--- src/rtl/look_at_view_matrix_macros.svh ---
// ----------------------------------------------------------------------------
// look_at_view_matrix_macros
// Assertion macros for the look-at view matrix block.
// ----------------------------------------------------------------------------
`ifndef LOOK_AT_VIEW_MATRIX_MACROS_SVH
`define LOOK_AT_VIEW_MATRIX_MACROS_SVH
`ifndef NO_ASSERTIONS
// same-cycle implication
`define LAV_ASSERT_NOW(label, clk, rst, pre, post) \
   label: assert property (@(posedge clk) disable iff (rst) (pre) |-> (post)) \
      else $error("look_at_view_matrix: check failed");
// next-cycle implication
`define LAV_ASSERT_NEXT(label, clk, rst, pre, post) \
   label: assert property (@(posedge clk) disable iff (rst) (pre) |=> (post)) \
      else $error("look_at_view_matrix: check failed");
`else
`define LAV_ASSERT_NOW(label, clk, rst, pre, post)
`define LAV_ASSERT_NEXT(label, clk, rst, pre, post)
`endif
`endif

--- src/rtl/lav_pkg.sv ---
// ----------------------------------------------------------------------------
// lav_pkg
// Shared widths and codes of the look-at view matrix pipeline.
// ----------------------------------------------------------------------------
package lav_pkg;
   localparam int WORD_W        = 32;
   localparam int FRAC_W        = 16;
   localparam int MAG_W         = 30;                 // prescaled magnitude
   localparam int SQ_W          = 2 * MAG_W + 2;      // sum of three squares
   localparam int LEN_W         = MAG_W + 1;          // vector length
   localparam int QUO_W         = FRAC_W + 1;         // unit component magnitude
   localparam int NUM_W         = MAG_W + QUO_W;      // divider numerator
   localparam int UNIT_W        = QUO_W + 1;          // signed unit component
   localparam int STEPS_PER_STG = 4;                  // digit steps per stage
   localparam int U_W           = 21;                 // rounded true-up component
   localparam int DS_W          = 36;                 // rounded s.eye and f.eye
   localparam int DU_W          = 39;                 // rounded u.eye
   localparam int ROW_W         = 2;

   typedef logic signed [UNIT_W-1:0] unit_type;

   typedef enum logic [ROW_W-1:0] {
      ROW_SIDE = 2'd0,
      ROW_UP   = 2'd1,
      ROW_BACK = 2'd2,
      ROW_LAST = 2'd3
   } row_type;
endpackage

--- src/rtl/lav_rows.sv ---
// ----------------------------------------------------------------------------
// lav_rows
// Saturates one finished matrix and sends it out as four row words.
// ----------------------------------------------------------------------------
module lav_rows (
   input  logic                          clock,
   input  logic                          reset,
   input  logic                          in_vld,
   output logic                          in_rdy,
   input  lav_pkg::unit_type             s_in [3],
   input  logic signed [lav_pkg::U_W-1:0] u_in [3],
   input  lav_pkg::unit_type             f_in [3],
   input  logic signed [lav_pkg::DS_W-1:0] ds_in,
   input  logic signed [lav_pkg::DU_W-1:0] du_in,
   input  logic signed [lav_pkg::DS_W-1:0] df_in,
   input  logic                          deg_in,
   output logic                          tvalid,
   input  logic                          tready,
   output logic [4*lav_pkg::WORD_W-1:0]  tdata,
   output logic                          tlast,
   output logic [2:0]                    tuser
);
   import lav_pkg::*;

   localparam logic [WORD_W-1:0] Q_ONE = WORD_W'(1 << FRAC_W);

   function automatic logic [WORD_W-1:0] sat32(input logic signed [63:0] v);
      if (v > 64'sd2147483647) begin
         return 32'h7fff_ffff;
      end else if (v < -64'sd2147483648) begin
         return 32'h8000_0000;
      end else begin
         return v[WORD_W-1:0];
      end
   endfunction

   logic              busy_ff;
   row_type           row_ff;
   logic              deg_ff;
   logic [WORD_W-1:0] ent_ff [3][4];
   logic [WORD_W-1:0] col [4];
   logic              take;

   assign in_rdy = !busy_ff || (tready && row_ff == ROW_LAST);
   assign take   = in_vld && in_rdy;

   always_ff @(posedge clock) begin
      if (reset) begin
         busy_ff <= 1'b0;
         row_ff  <= ROW_SIDE;
      end else if (take) begin
         busy_ff <= 1'b1;
         row_ff  <= ROW_SIDE;
      end else if (busy_ff && tready) begin
         if (row_ff == ROW_LAST) begin
            busy_ff <= 1'b0;
         end else begin
            row_ff <= row_type'(row_ff + 2'd1);
         end
      end
   end

   always_ff @(posedge clock) begin
      if (take) begin
         deg_ff <= deg_in;
         for (int i = 0; i < 3; i++) begin
            ent_ff[0][i] <= sat32(64'(s_in[i]));
            ent_ff[1][i] <= sat32(64'(u_in[i]));
            ent_ff[2][i] <= sat32(-64'(f_in[i]));
         end
         ent_ff[0][3] <= sat32(-64'(ds_in));
         ent_ff[1][3] <= sat32(-64'(du_in));
         ent_ff[2][3] <= sat32(64'(df_in));
      end
   end

   always_comb begin
      unique case (row_ff)
         ROW_SIDE: col = ent_ff[0];
         ROW_UP:   col = ent_ff[1];
         ROW_BACK: col = ent_ff[2];
         ROW_LAST: col = '{'0, '0, '0, Q_ONE};
         default:  col = '{'0, '0, '0, Q_ONE};
      endcase
   end

   assign tvalid = busy_ff;
   assign tdata  = {col[3], col[2], col[1], col[0]};
   assign tlast  = (row_ff == ROW_LAST);
   assign tuser  = {deg_ff, row_ff};
endmodule

--- config.mk ---
export PLATFORM = sky130hd
export DESIGN_NAME = lav_rows
export DESIGN_NICKNAME = d
export VERILOG_FILES = /design/src/rtl/look_at_view_matrix_macros.svh /design/src/rtl/lav_pkg.sv /design/src/rtl/lav_rows.sv
export SDC_FILE = /design/constraint.sdc
export NUM_CORES = 1
export LEC_CHECK = 0
export BUFFER_PORTS_ARGS = -buffer_cell sky130_fd_sc_hd__buf_2
export CAP_MARGIN = 10
export CORE_MARGIN = 3
export CORE_UTILIZATION = 49
export CTS_BUF_LIST = sky130_fd_sc_hd__clkbuf_16
export DETAILED_ROUTE_END_ITERATION = 7
export GPL_TIMING_DRIVEN = 0
export PLACE_DENSITY = 0.77
export RECOVER_POWER = 50
export SLEW_MARGIN = 20
export SYNTH_ARGS = -nofsm -noshare
export SYNTH_HDL_FRONTEND = slang
export SYNTH_SLANG_ARGS = --single-unit
--- constraint.sdc ---
create_clock -name clock -period 9.3 [get_ports clock]
set_input_delay 0.93 -clock clock [delete_from_list [all_inputs] [get_ports clock]]
set_output_delay 0.93 -clock clock [all_outputs]
set_load 0.005 [all_outputs]
==> run summary, run 1 <==
The flow ran to the end, but the final reports show violations. The final reports fail on max-capacitance violations, max-slew violations. The cell count after synthesis came out at 1627. The remaining max-slew budget at the tightest pin came out at -120.0%. The placed instance count is 2381. The most repeated cell in the gate-level netlist after synthesis is edfxtp_1. The final instance area came out at 0.02037 mm². The floorplan die height is 192.6 µm. By count the netlist is led by edfxtp_1 (316), clkbuf_1 (211), o21ai_0 (203). Subtracting the final worst setup slack from the clock period gives between 6 and 7 ns. The number of gates resized after CTS was 0. Of the available clock period, the critical path in the final layout requires 67.88%. The peak supply drop came out at 125.0 µV. For this block, the initial DRC count from the detailed router was 1234. For this design, the sink count on the clock tree is 319.

The completed layout was analyzed and its total power is 3.588 mW. The region available for standard cell placement spans 0.03395 mm². The worst hold slack after final layout is 0.5681 ns. The chip width is a little under 200 µm. After detailed routing, the average wire length per cell comes to between 20 and 25 µm. Setup repair after global routing left no endpoint under its margin. TritonCTS built the clock tree. Summed over all layers, the global routing overflow is 0.

The arrival time reported for the critical path endpoint came out at 6.50 ns. Static timing analysis puts the maximum clock frequency at ~0.16 GHz. The number of hold buffers added after cts came out at 0. The number of synthesized flops with an enable pin is 316. The post-synthesis cell type count came out at between 60 and 70. The effective utilization at floorplan came out at 50.25%. The maximum count of clock buffers along a single path is 3. The post-synthesis cell area came out at between 0.015 and 0.02 mm². The global-route usage over all layers came out at 29.26%. The sequential element share of the synthesized area is approximately 56%.

The largest fanout of any net on the critical path is 56. The launching element of the worst setup path is row_ff[1]. The cell sitting at the root of the clock tree is a clkbuf_16.

The largest net degree at the start of global routing came out at between 60 and 70. The number of standard cells in the final layout excluding fillers came out at 2446. edfxtp_1 takes more of the synthesized area than any other cell.

The relative area change from synthesis to final layout is 19.41%. The number of antenna violations at the first check in global routing came out at 8. The final wirelength is between 50000 and 60000 µm. The number of register bits inferred by synthesis is ~320. After Yosys synthesis, and, or, nand and nor cells account for 13.53% of the synthesized area. The category of the critical setup timing path is reg2reg.

The worst hold path startpoint is u_in[59]. The number of clock buffers added by TritonCTS is 36. Sorting the synthesized cells by area gives the leading types as edfxtp_1 (56%), o21ai_0 (6.0%), clkbuf_1 (4.6%), nand2_1 (4.2%), ha_1 (4.0%). The total half-perimeter wirelength after legalization and detailed placement is 42190 µm. The via count of the first global-routing pass is about 14000. The worst hold path belongs to the class in2reg. The Yosys step of the flow raised 0 warnings. The required time reported for the critical path endpoint came out at 9.49 ns. The clock transition at the register clock pins on the worst setup and hold paths after CTS is 0.07 ns.

The worst setup path is captured at a flop. Cells fill 60.00% of the core in the end. The total of endpoints with negative setup slack in the final report came out at 0.

The fraction of registers with async set/reset is 0%. The worst clock skew on the final layout came out at 0.01789 ns. The final net count came out at roughly 2300.

Pin placement for this block handled about 420 I/O pins. The number of remaining DRC errors is 0. The main combinational cell family by area after synthesis is compound AO/OA/AOI/OAI gates. The leakage power came out at roughly 7.3 nW. The count of antenna-violating nets left after detailed routing is 0. Post-CTS timing repair inserted 0 buffers for setup. The H-tree was split into 2 levels.

After detailed placement, the total cell area comes to 0.01927 mm². The latest clock arrival within the worst-skew pair came out at 0.53 ns. The die outline area came out at 0.03709 mm². Across the run, the number of max-cap violations was 4. The area fraction in compound gates after synthesis came out at about 15%. The startpoint class of the critical path is a flop. The first TritonRoute pass finished after 7 iterations. The share of the synthesized area in the top cell type came out at 55.63%. The prevailing post-synth register cell is edfxtp_1.

Cells with a size suffix above 1 make up 19.36% of the layout. The count of input and output buffers came out at 301. In this run the mean area of a mapped cell was 10.48 µm². The final number of max-transition violations came out at 216. The via count of the routed design is roughly 14000. The power density relative to cell area came out at 176.1 mW/mm². The routability congestion estimate from global placement came out at ~0.95. The number of nets handed over by synthesis was 1968.

The number of rows created at floorplan is 67. The post-synthesis share of cell area spent on full adders, half adders and majority gates came out at 3.961%. The number of vias per cell came out at 5.886. The worst register-to-register path begins at row_ff[1].

The first-pass GRT wire length is approximately 81000 µm. The xor and xnor fraction of the mapped netlist area is 5.186%. The actual transition at the worst max-transition pin came out at 3.298 ns. Multiplexer cells account for less than 1% of the synthesized area. The final number of hold-violating endpoints is 0.
==> metrics by stage <==
stage / setup slack [ns] / setup TNS, ns
finish: 2.987 / 0
floorplan: 0.2116 / 0
global placement: -2.567 / -804.20
detailed placement: 3.621 / 0
global route: 2.529 / 0
CTS: 4.165 / 0
==> report_power, final <==
part,switching (mW),internal (mW)
logic,0.282,0.157
registers,0.0262,1.69
clock network,0.572,0.860
==> final cells by class <==
class | instances | area [µm²]
timing repair buffer | 306 | 1568
inverter | 26 | 97.59
sequential | 319 | 9549
fill | 2836 | 13580
clock buffer | 37 | 925.9
buffer | 228 | 895.9
clock inverter | 24 | 246.5
antenna | 4 | 10.01
tap | 448 | 560.5
multi-input combinational | 1054 | 6518
==> per-layer routing <==
layer / GRT usage, % / part of all wire [%] / up-vias
met1: 38.50 / 40 / 6917
met4: 10.93 / 4.1 / 10
met2: 47.87 / 47 / 719
met5: 0 / 0.13 / -
met3: 6.194 / 9.2 / 142
li1: - / - / 6608
==> worst paths after layout <==
kind               endpoint  slack, ns  cells past startpoint
max          ent_ff[0][240]       2.99                      7
min          ent_ff[0][241]       0.57                      1
max reg2reg  ent_ff[0][240]       2.99                      7
min reg2reg       row_ff[1]       0.60                      2
==> cells in the final DEF, fill, tap and decap left out, drive strengths merged, types with 5 or more instances in the layout <==
master	netlist	final
nand4	15	15
xnor2	43	43
buf	13	311
o21a	32	32
bufinv	0	5
nor3	54	54
edfxtp	316	316
nor4	28	28
and2	5	5
nand4b	11	11
clkinv	0	7
clkbuf	215	260
nand3b	6	6
or2	6	6
a21oi	70	70
a221oi	9	9
nand2b	5	5
or4	23	23
nand2	189	189
nor2	67	67
a22oi	85	85
nand3	20	20
or3	14	14
ha	54	54
inv	26	37
xor2	58	58
o21ai	213	213
==> kinds of logic after synthesis <==
kind of cell,Yosys count
AND/OR/NAND/NOR,460
AO/OA/AOI/OAI,434
flip-flops,319
buffers and inverters,254
XOR/XNOR,101
adder cells (fa/ha/maj),54
multiplexers,5
==> state kept, by name, summed over array words and instances, names as in the netlist <==
name    flops
deg_ff      1
row_ff      2
tvalid      1
ent_ff    315
==> critical path, stage by stage, from the launching register on <==
cell and delay [ns]:
dfxtp_1 0.41, ha_1 0.28, nand2_1 0.07, and2_0 0.17, inv_1 0.06, and2_0 2.38
clkbuf_1 2.26, buf_16 0.29
Power figures use the tool's default switching activity.
==> inputs of run 2 (changes only) <==
Settings changed: CORE_UTILIZATION 49 to 50, PLACE_DENSITY 0.77 to 0.76.
Clock period 9.3 ns to 6.1 ns, I/O delays scaled along.
==> run summary, run 2 (synthesized netlist as in run 1, its figures left out) <==
The final number of max-transition violations came to 103. Once routing completed, OpenROAD measured the worst setup slack at 1.303 ns. The placed instances occupy a cell area of 0.01926 mm². The clock transition at the register clock pins on the worst setup and hold paths after CTS is 0.06 ns. For this design, the CTS-stage hold fixing added 0 buffers. Setup total negative slack on the finished layout was measured at 0 ns. The total buffers and inverters traversed by the critical path is 2. The cell type group with the largest total delay on the critical path is simple AND/OR/NAND/NOR gates. At the placement stage, the worst setup path has a slack of about 0.90 ns. The arrival time reported for the critical path endpoint is between 4 and 5 ns. The number of vias per cell is 5.859. The number of standard cells in the final layout excluding fillers is 2456. The ratio of cells with drive above 1 in the final layout is 19.23%. The global-route usage over all layers is between 20 and 30%. The tool flagged a number of max-cap violations equal to 3. The area of the core came out at roughly 0.034 mm². Walking the worst path, the cells encountered are ha_1 -> nand2_1 -> and2_0 -> inv_1 -> and2_0 -> clkbuf_2. The first-pass iteration count of the detailed router is 5.

The final instance area is 0.02036 mm². The largest fanout of any net on the critical path came out at 61. The floorplan step set the die height to 190.7 µm. The worst reg2reg path depth is 6. The number of instances on the worst hold path is 1. The launching element of the worst setup path is row_ff[1]. The critical path capture point type is a flop. The min-delay analysis places its worst path in the category in2reg. The first-pass GRT wire length came out at 81100 µm. The total of endpoints with negative setup slack in the final report came out at 0.

Leaving out fill and tap cells, the most frequent cell in the layout is edfxtp_1. The via count of the first global-routing pass is 13957. The root buffer cell is clkbuf_16.

The origin of the critical flop-to-flop path is row_ff[1]. The number of buffers inserted to repair setup after CTS is 0. The top cell types in the final layout, fill and taps aside, are edfxtp_1 (316), buf_2 (300), clkbuf_1 (217), o21ai_0 (203), nand2_1 (189). The count of antenna-violating nets left after detailed routing came out at 0. The largest incremental delay on the critical path came out at 2.00 ns. The worst path uses 78.64% of the clock period. The checks that failed: max-capacitance violations, max-slew violations.

The actual transition at the worst max-transition pin came out at between 2 and 3 ns. The flow ran to the end, but the final reports show violations. Setup repair after global routing left no endpoint under its margin. The TritonCTS buffer count is 36. The overall overflow remaining after global route is 0. The relative area change from synthesis to final layout is 19.35%. The clock passes through at most 3 buffers.

For this design the ratio of total power to cell area is 264.8 mW/mm². The initial utilization of the core area, before any placement, comes to 50.75%. The remaining max-slew budget at the tightest pin came out at -83.84%. The TritonCTS sink count came out at 319. The final wirelength is 56080 µm. The worst setup path is of the reg2reg kind. The register with the most flip-flops in the layout has 315 of them.

The number of antenna violations at the first check in global routing is 10. The die outline area came out at 0.03637 mm². Static timing analysis puts the maximum clock frequency at 0.2085 GHz. In the final layout, the registers with the most flip-flops are ent_ff x315, row_ff x2. The master of the slowest instance on the critical path is and2_0. The post-layout minimum cycle time is 4.797 ns. The final net count is 2313. The number of remaining DRC errors is 0. The power after layout came out at 5.391 mW.

The floorplan has 67 rows. The largest net degree at the start of global routing came out at 62. By instance count, the cell type seen most on the critical path is and2_0. The count of input and output buffers is 301. The total of cells resized after clock tree synthesis is 0.

After detailed placement, the design holds a cell count of 2381. Across all layers, the routed design uses 14390 vias. The logic depth of the worst setup path including buffers came out at 6. Ranked by flip-flop count, first place goes to ent_ff. The CTS tree is done. The level count of the clock H-tree is 2. The top-level I/O count is 421. The wire length per cell after detailed routing came out at 22.83 µm. Clock skew on the completed layout was measured at 0.01257 ns. The worst hold path startpoint is u_in[26].

The routability congestion estimate from global placement is 0.9445. The final number of hold-violating endpoints came out at 0. The startpoint class of the critical path is a flop. The latest clock arrival within the worst-skew pair came out at 0.51 ns. For the worst setup path, the data required time is between 6 and 7 ns.

The chip width is 190.7 µm. Summed over all cells, the static leakage comes to 7.302 nW. The peak supply drop came out at ~250 µV. The detailed router's first-iteration violation count is 1263.

The total half-perimeter wirelength after legalization and detailed placement came out at 41680 µm.
run 2: cell count changes in the layout (fill, tap and decap cells not counted):
cell and delta:
buf_12 +1, buf_16 -1, buf_2 -3, buf_4 +1
buf_6 +1, bufinv_16 -1, clkbuf_2 +3, clkbuf_4 -1
clkinv_1 +5, clkinv_2 +1, diode_2 +7, inv_6 -3
run 2: path summary, 6_finish.rpt:
| kind | slack, ns | endpoint |
|---|---|---|
| worst max-delay path | 1.30 | ent_ff[0][331] |
| worst min-delay path | 0.27 | ent_ff[0][197] |
| worst min register to register | 0.59 | row_ff[1] |
| worst max register to register | 1.30 | ent_ff[0][331] |
run 2: routing by layer:
metal | routed length [µm] | track usage, % | part of all wire (%) | up-vias
li1 | - | - | - | 6612
met1 | 21420 | 37.82 | 38 | 6837
met2 | 26420 | 48.60 | 47 | 793
met3 | 5494 | 6.342 | 9.8 | 144
met4 | 2728 | 13.41 | 4.9 | 4
met5 | 24 | 0 | 0.043 | -
run 2: area by class of cell:
| class | count | area [µm²] |
|---|---|---|
| tap | 448 | 560.5 |
| inverter | 26 | 97.59 |
| sequential | 319 | 9549 |
| antenna | 11 | 27.53 |
| multi-input combinational | 1054 | 6518 |
| timing repair buffer | 307 | 1573 |
| fill | 2802 | 13260 |
| buffer | 228 | 894.6 |
| clock buffer | 37 | 925.9 |
| clock inverter | 26 | 214.0 |
run 2: through the flow:
step / hold WS, ns / utilization [%]
floorplan: 0.5582 / -
global placement: 0.5691 / 56.90
detailed placement: 0.5901 / 57.29
CTS: 0.2535 / 60.68
global route: 0.2538 / 60.54
finish: 0.2686 / 60.57
run 2: power breakdown:
part           total, mW  internal [mW]  switching [mW]
registers           2.61           2.57          0.0377
clock network       2.11           1.26           0.851
logic              0.664          0.239           0.425
